`src/hw/rtl/cdq_pkg.sv`:
```
package cdq_pkg;

    localparam int DEPTH_DEF = 16;
    localparam int VALUE_W   = 32;
    localparam int COUNT_W   = 5;
    localparam int ACTION_W  = 2;
    localparam int OUT_W     = 2 * VALUE_W + COUNT_W + 3;

    localparam logic [VALUE_W-1:0] EMPTY_VALUE = '1;

    typedef enum logic [ACTION_W-1:0] {
        ACT_PUSH_FRONT = 2'd0,
        ACT_PUSH_REAR  = 2'd1,
        ACT_POP_FRONT  = 2'd2,
        ACT_POP_REAR   = 2'd3
    } t_action;

    typedef enum logic [1:0] {
        CELL_HOLD       = 2'd0,
        CELL_TAKE_LOWER = 2'd1,
        CELL_TAKE_UPPER = 2'd2,
        CELL_LOAD       = 2'd3
    } t_cell_op;

    typedef struct packed {
        t_cell_op op;
    } t_cell_ctl;

endpackage

```
`src/hw/rtl/circular_deque_core.sv`:
```
// a result is registered and appears in the cycle after its item is accepted
// throughput: one item per cycle unless the output stalls; the rear read is a select over the cell row
// front stays in cell 0, the row shifts as a whole on a push or pop at the front
// reset: synchronous, active low; clears the count and the output valid
// cell contents are not reset and are never shown before written
module circular_deque_core
    import cdq_pkg::*;
#(
    parameter int DEPTH = DEPTH_DEF
) (
    input  logic                i_clk,
    input  logic                i_rst_n,
    input  logic                i_s_axis_tvalid,
    output logic                o_s_axis_tready,
    input  logic [VALUE_W-1:0]  i_s_axis_tdata,  // value
    input  logic [ACTION_W-1:0] i_s_axis_tuser,  // action
    output logic                o_m_axis_tvalid,
    input  logic                i_m_axis_tready,
    // front_value, rear_value, item_count, is_empty, is_full, refused
    output logic [OUT_W-1:0]    o_m_axis_tdata
);

    localparam int IW = (DEPTH > 1) ? $clog2(DEPTH) : 1;
    localparam int CW = $clog2(DEPTH + 1);

    logic [VALUE_W-1:0] w_cell [DEPTH];
    t_cell_ctl          w_ctl  [DEPTH];

    logic [CW-1:0]      r_count;
    logic [CW-1:0]      n_count;
    logic               r_m_valid;
    logic [OUT_W-1:0]   r_m_data;
    logic [OUT_W-1:0]   n_m_data;

    logic               w_accept;
    t_action            w_action;
    logic               w_full;
    logic               w_empty;
    logic               w_push_front;
    logic               w_push_rear;
    logic               w_pop_front;
    logic               w_pop_rear;
    logic               w_refused;
    logic [IW-1:0]      w_rear_idx;
    logic [VALUE_W-1:0] w_front;
    logic [VALUE_W-1:0] w_rear;

    assign o_s_axis_tready = !r_m_valid || i_m_axis_tready;
    assign w_accept        = i_s_axis_tvalid && o_s_axis_tready;
    assign w_action        = t_action'(i_s_axis_tuser);
    assign w_full          = (r_count == CW'(DEPTH));
    assign w_empty         = (r_count == '0);

    always_comb begin
        w_push_front = 1'b0;
        w_push_rear  = 1'b0;
        w_pop_front  = 1'b0;
        w_pop_rear   = 1'b0;
        w_refused    = 1'b0;
        unique case (w_action)
            ACT_PUSH_FRONT: begin
                w_push_front = !w_full;
                w_refused    = w_full;
            end
            ACT_PUSH_REAR: begin
                w_push_rear = !w_full;
                w_refused   = w_full;
            end
            ACT_POP_FRONT: begin
                w_pop_front = !w_empty;
                w_refused   = w_empty;
            end
            ACT_POP_REAR: begin
                w_pop_rear = !w_empty;
                w_refused  = w_empty;
            end
            default: begin
                w_refused = 1'b0;
            end
        endcase
    end

    always_comb begin
        n_count = r_count;
        if (w_push_front || w_push_rear) begin
            n_count = r_count + CW'(1);
        end else if (w_pop_front || w_pop_rear) begin
            n_count = r_count - CW'(1);
        end
    end

    always_comb begin
        for (int i = 0; i < DEPTH; i++) begin
            w_ctl[i].op = CELL_HOLD;
            if (w_accept) begin
                if (w_push_front) begin
                    w_ctl[i].op = CELL_TAKE_LOWER;
                end else if (w_pop_front) begin
                    w_ctl[i].op = CELL_TAKE_UPPER;
                end else if (w_push_rear && (CW'(i) == r_count)) begin
                    w_ctl[i].op = CELL_LOAD;
                end
            end
        end
    end

    genvar g;
    generate
        for (g = 0; g < DEPTH; g++) begin : g_cell
            logic [VALUE_W-1:0] w_lower;
            logic [VALUE_W-1:0] w_upper;
            if (g == 0) begin : g_first
                assign w_lower = i_s_axis_tdata;
            end else begin : g_mid_lo
                assign w_lower = w_cell[g-1];
            end
            if (g == DEPTH - 1) begin : g_last
                assign w_upper = w_cell[g];
            end else begin : g_mid_hi
                assign w_upper = w_cell[g+1];
            end
            cdq_cell u_cell (
                .i_clk   (i_clk),
                .i_ctl   (w_ctl[g]),
                .i_lower (w_lower),
                .i_upper (w_upper),
                .i_value (i_s_axis_tdata),
                .o_data  (w_cell[g])
            );
        end
    endgenerate

    // rear after a rear pop is the second last element
    assign w_rear_idx = w_pop_rear ? IW'(r_count - CW'(2)) : IW'(r_count - CW'(1));

    always_comb begin
        if (w_push_front || w_push_rear) begin
            w_front = w_push_front || w_empty ? i_s_axis_tdata : w_cell[0];
        end else if (w_pop_front) begin
            w_front = w_cell[1];
        end else begin
            w_front = w_cell[0];
        end

        if (w_push_rear || (w_push_front && w_empty)) begin
            w_rear = i_s_axis_tdata;
        end else begin
            w_rear = w_cell[w_rear_idx];
        end

        if (n_count == '0) begin
            w_front = EMPTY_VALUE;
            w_rear  = EMPTY_VALUE;
        end
    end

    assign n_m_data = {w_refused,
                       (n_count == CW'(DEPTH)),
                       (n_count == '0),
                       COUNT_W'(n_count),
                       w_rear,
                       w_front};

    always_ff @(posedge i_clk) begin
        if (!i_rst_n) begin
            r_count   <= '0;
            r_m_valid <= 1'b0;
        end else begin
            if (w_accept) begin
                r_count   <= n_count;
                r_m_valid <= 1'b1;
            end else if (i_m_axis_tready) begin
                r_m_valid <= 1'b0;
            end
        end
    end

    always_ff @(posedge i_clk) begin
        if (w_accept) begin
            r_m_data <= n_m_data;
        end
    end

    assign o_m_axis_tvalid = r_m_valid;
    assign o_m_axis_tdata  = r_m_data;

endmodule

```
`src/hw/rtl/cdq_cell.sv`:
```
module cdq_cell
    import cdq_pkg::*;
(
    input  logic               i_clk,
    input  t_cell_ctl          i_ctl,
    input  logic [VALUE_W-1:0] i_lower,
    input  logic [VALUE_W-1:0] i_upper,
    input  logic [VALUE_W-1:0] i_value,
    output logic [VALUE_W-1:0] o_data
);

    logic [VALUE_W-1:0] r_data;
    logic [VALUE_W-1:0] n_data;

    always_comb begin
        case (i_ctl.op)
            CELL_TAKE_LOWER: n_data = i_lower;
            CELL_TAKE_UPPER: n_data = i_upper;
            CELL_LOAD:       n_data = i_value;
            default:         n_data = r_data;
        endcase
    end

    always_ff @(posedge i_clk) begin
        r_data <= n_data;
    end

    assign o_data = r_data;

endmodule
```
`config.mk`:
```
export PLATFORM = sky130hd
export DESIGN_NAME = circular_deque_core
export DESIGN_NICKNAME = d
export VERILOG_FILES = /design/src/hw/rtl/cdq_pkg.sv /design/src/hw/rtl/circular_deque_core.sv /design/src/hw/rtl/cdq_cell.sv
export SDC_FILE = /design/constraint.sdc
export NUM_CORES = 2
export LEC_CHECK = 0
export ABC_AREA = 1
export BUFFER_PORTS_ARGS = -buffer_cell sky130_fd_sc_hd__buf_2
export CELL_PAD_IN_SITES_DETAIL_PLACEMENT = 0
export CELL_PAD_IN_SITES_GLOBAL_PLACEMENT = 1
export CORE_MARGIN = 5
export CORE_UTILIZATION = 29
export CTS_BUF_LIST = sky130_fd_sc_hd__clkbuf_16
export CTS_CLUSTER_SIZE = 10
export DETAILED_ROUTE_END_ITERATION = 8
export PLACE_DENSITY_LB_ADDON = 0.1
export SYNTH_ARGS = -nofsm -noshare
export SYNTH_HDL_FRONTEND = slang
export SYNTH_SLANG_ARGS = --single-unit
export TNS_END_PERCENT = 100
```
`constraint.sdc`:
```
create_clock -name i_clk -period 4 [get_ports i_clk]
set_input_delay 0.4 -clock i_clk [delete_from_list [all_inputs] [get_ports i_clk]]
set_output_delay 0.4 -clock i_clk [all_outputs]
set_load 0.02 [all_outputs]
```
After elaboration in Yosys (flattened, before gate mapping) --
Index checks and enable logic that the tools add are counted.
Storage, ports and cells: input bits 38, bits in registers 590, logic and storage cells 238
Cells by class: reduce and logical (&&, ||, !) cells 49, order comparisons 1, muxes and demuxes 97, bitwise operators 1, add/sub/neg operators 3, equality and inequality tests 67
Operators by type and width (count):
- 32-bit one-hot mux with 3 select lines | 14
- 32-bit two-way mux | 6
- 32-bit binary-select mux with 4-bit select | 1
- 2-bit two-way mux | 64
- 32-bit one-hot mux with 2 select lines | 2
- 2-bit equality test (second input constant) | 33
- 3-bit nonzero test | 14
- 4-bit by 5-bit equality test with 1-bit output (first input constant) | 8
- 2-bit by 1-bit equality test with 1-bit output (second input constant) | 17
- 3-bit by 5-bit equality test with 1-bit output (first input constant) | 4
- 1-bit logical AND | 18
- 2-bit by 5-bit equality test with 1-bit output (first input constant) | 2
- 5-bit equality test (second input constant) | 2
- 5-bit zero test | 2
- 5-bit two-way mux | 2
- 1-bit two-way mux | 6
- 2-bit nonzero test | 3
- 2-bit OR reduction | 3
- 5-bit by 1-bit adder with 5-bit output (second input constant) | 1
- 1-bit by 5-bit equality test with 1-bit output (first input constant) | 1
- 5-bit >= comparator (second input constant) | 1
- 1-bit logical OR | 5
- 4-bit inverter with 5-bit output | 1
- 5-bit by 1-bit subtractor with 5-bit output (second input constant) | 1
- 5 further kinds | 7

Longest topological paths before layout --
depth in word-level cells 11, mapped depth 17, depth with buffers taken out 15

Modules after synthesis --
A second synthesis with hierarchy kept.
Second synthesis, totals: cell total of the unflattened synthesis 5024, area total of the unflattened synthesis 39003.7 sq um
By module, submodules not included:
- cdq_cell | cells an instance 180, seq. area each 960.9 sq um, area an instance 1712.9 sq um, times used 16
- circular_deque_core | cells an instance 2144, seq. area each 2282.2 sq um, area an instance 11597.4 sq um, times used 1

Least setup slack after synthesis --
Ideal clock, no wire load.
kind input port to flip-flop, start point input i_m_axis_tready, end point register g_cell[9].u_cell.r_data[10], data pin, stages 11, path slack 0.282 ns, library setup time 0.275 ns, required time 3.725 ns, path buffers 2, data arrival time 3.443 ns, path through inv_1 > nand2_1 > nand2_2 > inv_1 > nand2_1 > inv_2 > buf_4 > nand2_1 > nand2_1 > buf_2 > o221ai_1
On the way: cells in the longest elaborated chain, start to end 5, elaborated cells between the ends (all ways) 7
Ends and longest elaborated chain:
- start: declaration | RTL line circular_deque_core.sv:18 | input logic i_m_axis_tready,
- 1-bit logical OR * | RTL line circular_deque_core.sv:48 | assign o_s_axis_tready = !r_m_valid || i_m_axis_tready;
- net o_s_axis_tready | RTL line circular_deque_core.sv:14 | output logic o_s_axis_tready,
- 1-bit logical AND * | RTL line circular_deque_core.sv:49 | assign w_accept = i_s_axis_tvalid && o_s_axis_tready;
- net w_accept | RTL line circular_deque_core.sv:35 | logic w_accept;
- 2-bit two-way mux * | RTL line circular_deque_core.sv:95 | if (w_accept) begin
- 2-bit equality test / 2-bit by 1-bit equality test with 1-bit output (equally long branches) | RTL line cdq_cell.sv:16 | case (i_ctl.op)
- 32-bit one-hot mux with 3 select lines * | RTL line cdq_cell.sv:16
- net g_cell[9].u_cell.n_data[10] | RTL line cdq_cell.sv:13 | logic [VALUE_W-1:0] n_data;
- end signal: assignment | RTL line cdq_cell.sv:25 | r_data <= n_data;
- end: declaration | RTL line cdq_cell.sv:12 | logic [VALUE_W-1:0] r_data;
The timed path passes the listed nets; every way through them passes the cells marked *. A chain may end at the register's enable or synchronous reset.

Final worst setup path --
start point register r_count[1], end point register r_m_data[30] (netlist: o_m_axis_tdata[30]), data pin
On the way: cells in the longest elaborated chain, start to end 7, elaborated cells between the ends (all ways) 19
Ends and longest elaborated chain:
- start: declaration | RTL line circular_deque_core.sv:29 | logic [CW-1:0] r_count;
- start signal: assignment | RTL line circular_deque_core.sv:170 | r_count <= n_count;
- parallel branches: the longest is 7 deep, another holds 5-bit by 1-bit subtractor with 5-bit output
- end signal: assignment | RTL line circular_deque_core.sv:180 | r_m_data <= n_m_data;
- end: declaration | RTL line circular_deque_core.sv:32 | logic [OUT_W-1:0] r_m_data;
Parallel ways; which one is timed is not known.

==> results.md <==
- Setup-failing EPs final: 0
- Dominant synthesized flop cell: edfxtp_1
- Setup crit start kind: flip-flop
- Initial antenna violation count: 0
- Clk Latency, worst-skew pair: ~670 ps
- Die X: approximately 350 um
- Worst-case reg-to-reg path depth: 10
- CP arrival: around 4000 ps
- Met2 WL: 72,300 um
- Gpl congestion: ~0.79
- Worst vdd ir: roughly 330 uV
- Yosys top cell by area: edfxtp_1
- Tot Pwr: around 0.019 W
- Tot GR Track Use: about a quarter
- Critical path endpoint category: flip-flop
- Clock net sink count: between 500 and 600
- Post-Synth Simple-Gate Area: a little under a quarter
- ANT cells: 0
- Share of layout cells above drive strength 1: 9.75%
- Critical path class: flip-flop to flip-flop
- First-pass DRT Iterations: 8
- Crit Path Max Fanout: 34
- Met3 WL: 9140 um
- Synthesized area: 34,200 um^2
- Final wirelength: roughly 160,000 um
- CTS tree: built
- # DRC: 0
- RSZ-0062 raised after global routing: no
- Final-report hold violation count: 0
- Pin count of the biggest net entering global routing: 99
- CP startpoint: r_count[1]
- Status: completed
- EDFF count, synth: 584
- DIE HEIGHT: 354 um
- Post-Synth Adder-Cell Area: less than 1%
- PwrDens: between 400 and 500 nW/um^2
- Leakage power: roughly 16 nW
- Grt ovf: 0
- Setup TNS: 0 ps
- M1 WL: approximately 74,000 um
- Number of vias per cell: approximately 5.6
- Reg clk slew, reported paths: 60 ps
- Post_cts resized: 0
- Post-synth cell types: 30
- Reg2reg setup slack: 350 ps
- Worst relative slew slack: between 20% and 30%
- Xor/xnor cell area share of the yosys netlist: less than 1%
- Worst r2r src: r_count[1]
- Slew Limit Fails: 0
- Top cells by count, synth: 1,047 x nand2_1, 620 x nand3_1, 584 x edfxtp_1
- Top Ports: between 100 and 150
- Syn Area/Cell: between 8 and 9 um^2
- Max cap viols: 0
- Syn Nets: between 4,000 and 5,000
- Via count: around 31,000
- DP HPWL: around 92,000 um
- Mapped Cells: between 3,000 and 4,000
- Root buf cell: clkbuf_16
- Uppermost layer routed: met4
- Period utilization: roughly nine tenths
- Row cnt: 126
- Vias in the first global route: 30,700
- IO Port Bufs: approximately 110
- Worst-margin pin slew: roughly 1000 ps
- Compound-gate portion of the synthesized area: between 10 and 15%
- Ys async rst share: 0%
- Htree depth: 3
- Number of synthesized register bits: 590
- Starting Density: 29.1%
- Clock buffer depth: 3
- Multiplexer share of the synthesized area: 0%
- Worst Skew: around 28 ps
- Worst EP required: roughly 4300 ps
- Fin nets: 4,019
- Area fraction of the dominant cell type after synthesis: between 50% and 60%
- Reg-to-reg endpoint: o_m_axis_tdata[30]
- First-pass GRT wire length: about 230,000 um
- Cts bufs inserted: 78
- Count leader, synth: nand2_1
- Hold buffers post-CTS: 3
- Worst Setup EP: o_m_axis_tdata[30]
- Antenna viol nets, final: 0
- Top cells by area, synth: edfxtp_1 51%, nand2_1 11%, o221ai_1 11%, nand3_1 9.1%, inv_1 6.0%
- Worst hold-check path type: input pin to flip-flop
- Yosys warning count: 0
- Largest family of logic cells by synthesized area: simple AND/OR/NAND/NOR gates
- WL/cell: 28.6 um
- Post-synthesis sequential area ratio: between 50 and 60%
- Hold Slack: between 50 and 60 ps
- Area Overhead vs Synth: 14.8%
- DR iter-0 viols: about 3,200
- Tmin final: roughly 3600 ps
- Fmax: approximately 270 MHz
- Setup repair bufs after CTS: 0
- Core ar.: roughly 120,000 um^2
- Die ar.: 125,000 um^2
[routing by layer]
metal	up-vias	track usage (%)
met5	-	0
met3	203	3.30
met2	1131	39.1
met4	0	6.07
met1	15900	35.4
li1	14000	-
[sequential cells by signal (all words and copies together), names as in the netlist]
signal,cells
g_cell.u_cell.o_data,512
o_m_axis_tdata,72
r_count,5
o_m_axis_tvalid,1
[critical path: stages (launching register included)]
cell and delay (ps):
dfxtp_1 480, inv_1 220, ha_1 340, nand3_2 140
inv_2 60, nor2_4 130, buf_4 440, buf_4 490
nor3_1 80, a211oi_1 660, nand2_1 240
[logic make-up after synthesis]
kind of cell / after synthesis
and+or+nand+nor: 1819
buffers and inverters: 917
AOI/OAI and AO/OA: 641
DFF: 590
adders and majority gates: 9
xor gates and xnor gates: 4
[how the worst min path moves through the flow]
stage	startpoint	endpoint	slack [ps]	cells past startpoint
after floorplan	g_cell[9].u_cell.o_data[0]	g_cell[10].u_cell.o_data[0]	530	2
after global placement	g_cell[14].u_cell.o_data[24]	g_cell[13].u_cell.o_data[24]	540	2
after detailed placement	g_cell[11].u_cell.o_data[20]	g_cell[12].u_cell.o_data[20]	540	2
after CTS	i_s_axis_tdata[2]	g_cell[15].u_cell.o_data[2]	5	3
after global routing	i_s_axis_tdata[2]	g_cell[15].u_cell.o_data[2]	40	3
final	i_s_axis_tdata[26]	g_cell[15].u_cell.o_data[26]	50	3
[report_power, final]
group          total [W]  internal [W]  switching, W
Sequential       0.00772       0.00749      0.000235
Combinational    0.00503       0.00141       0.00362
Clock            0.00668       0.00370       0.00299
Total             0.0194        0.0126       0.00685
[layout make-up]
class,count,area (um^2)
Timing Repair Buffer,247,2030
Clock inverter,58,349
Inverter,582,2190
Tap cell,1536,1920
Fill cell,12500,78300
Clock buffer,79,1980
Multi-Input combinational cell,2473,13200
Sequential cell,590,17700
[per-stage QoR]
step                setup WS [ps]  instance area [um^2]  std cells  utilization, %
finish                        350                 39300       5565            33.4
global route                  120                 39300       5565            33.4
CTS                           400                 39300       5565            33.4
detailed placement            429                 37000       5425            31.4
global placement              443                 37000       5425            31.4
floorplan                     282                 34200       3980               -
[placed cells by master, fill, tap and decap left out, types with 39 or more instances in the layout]
| cell type | n |
|---|---|
| nand3_1 | 619 |
| inv_1 | 569 |
| edfxtp_1 | 584 |
| clkinv_1 | 52 |
| nor2_1 | 89 |
| clkbuf_16 | 79 |
| o21ai_0 | 105 |
| o221ai_1 | 448 |
| buf_2 | 111 |
| a21oi_1 | 39 |
| nand2_1 | 1037 |
| buf_4 | 97 |
No activity file was read; power rests on OpenSTA's default activity.
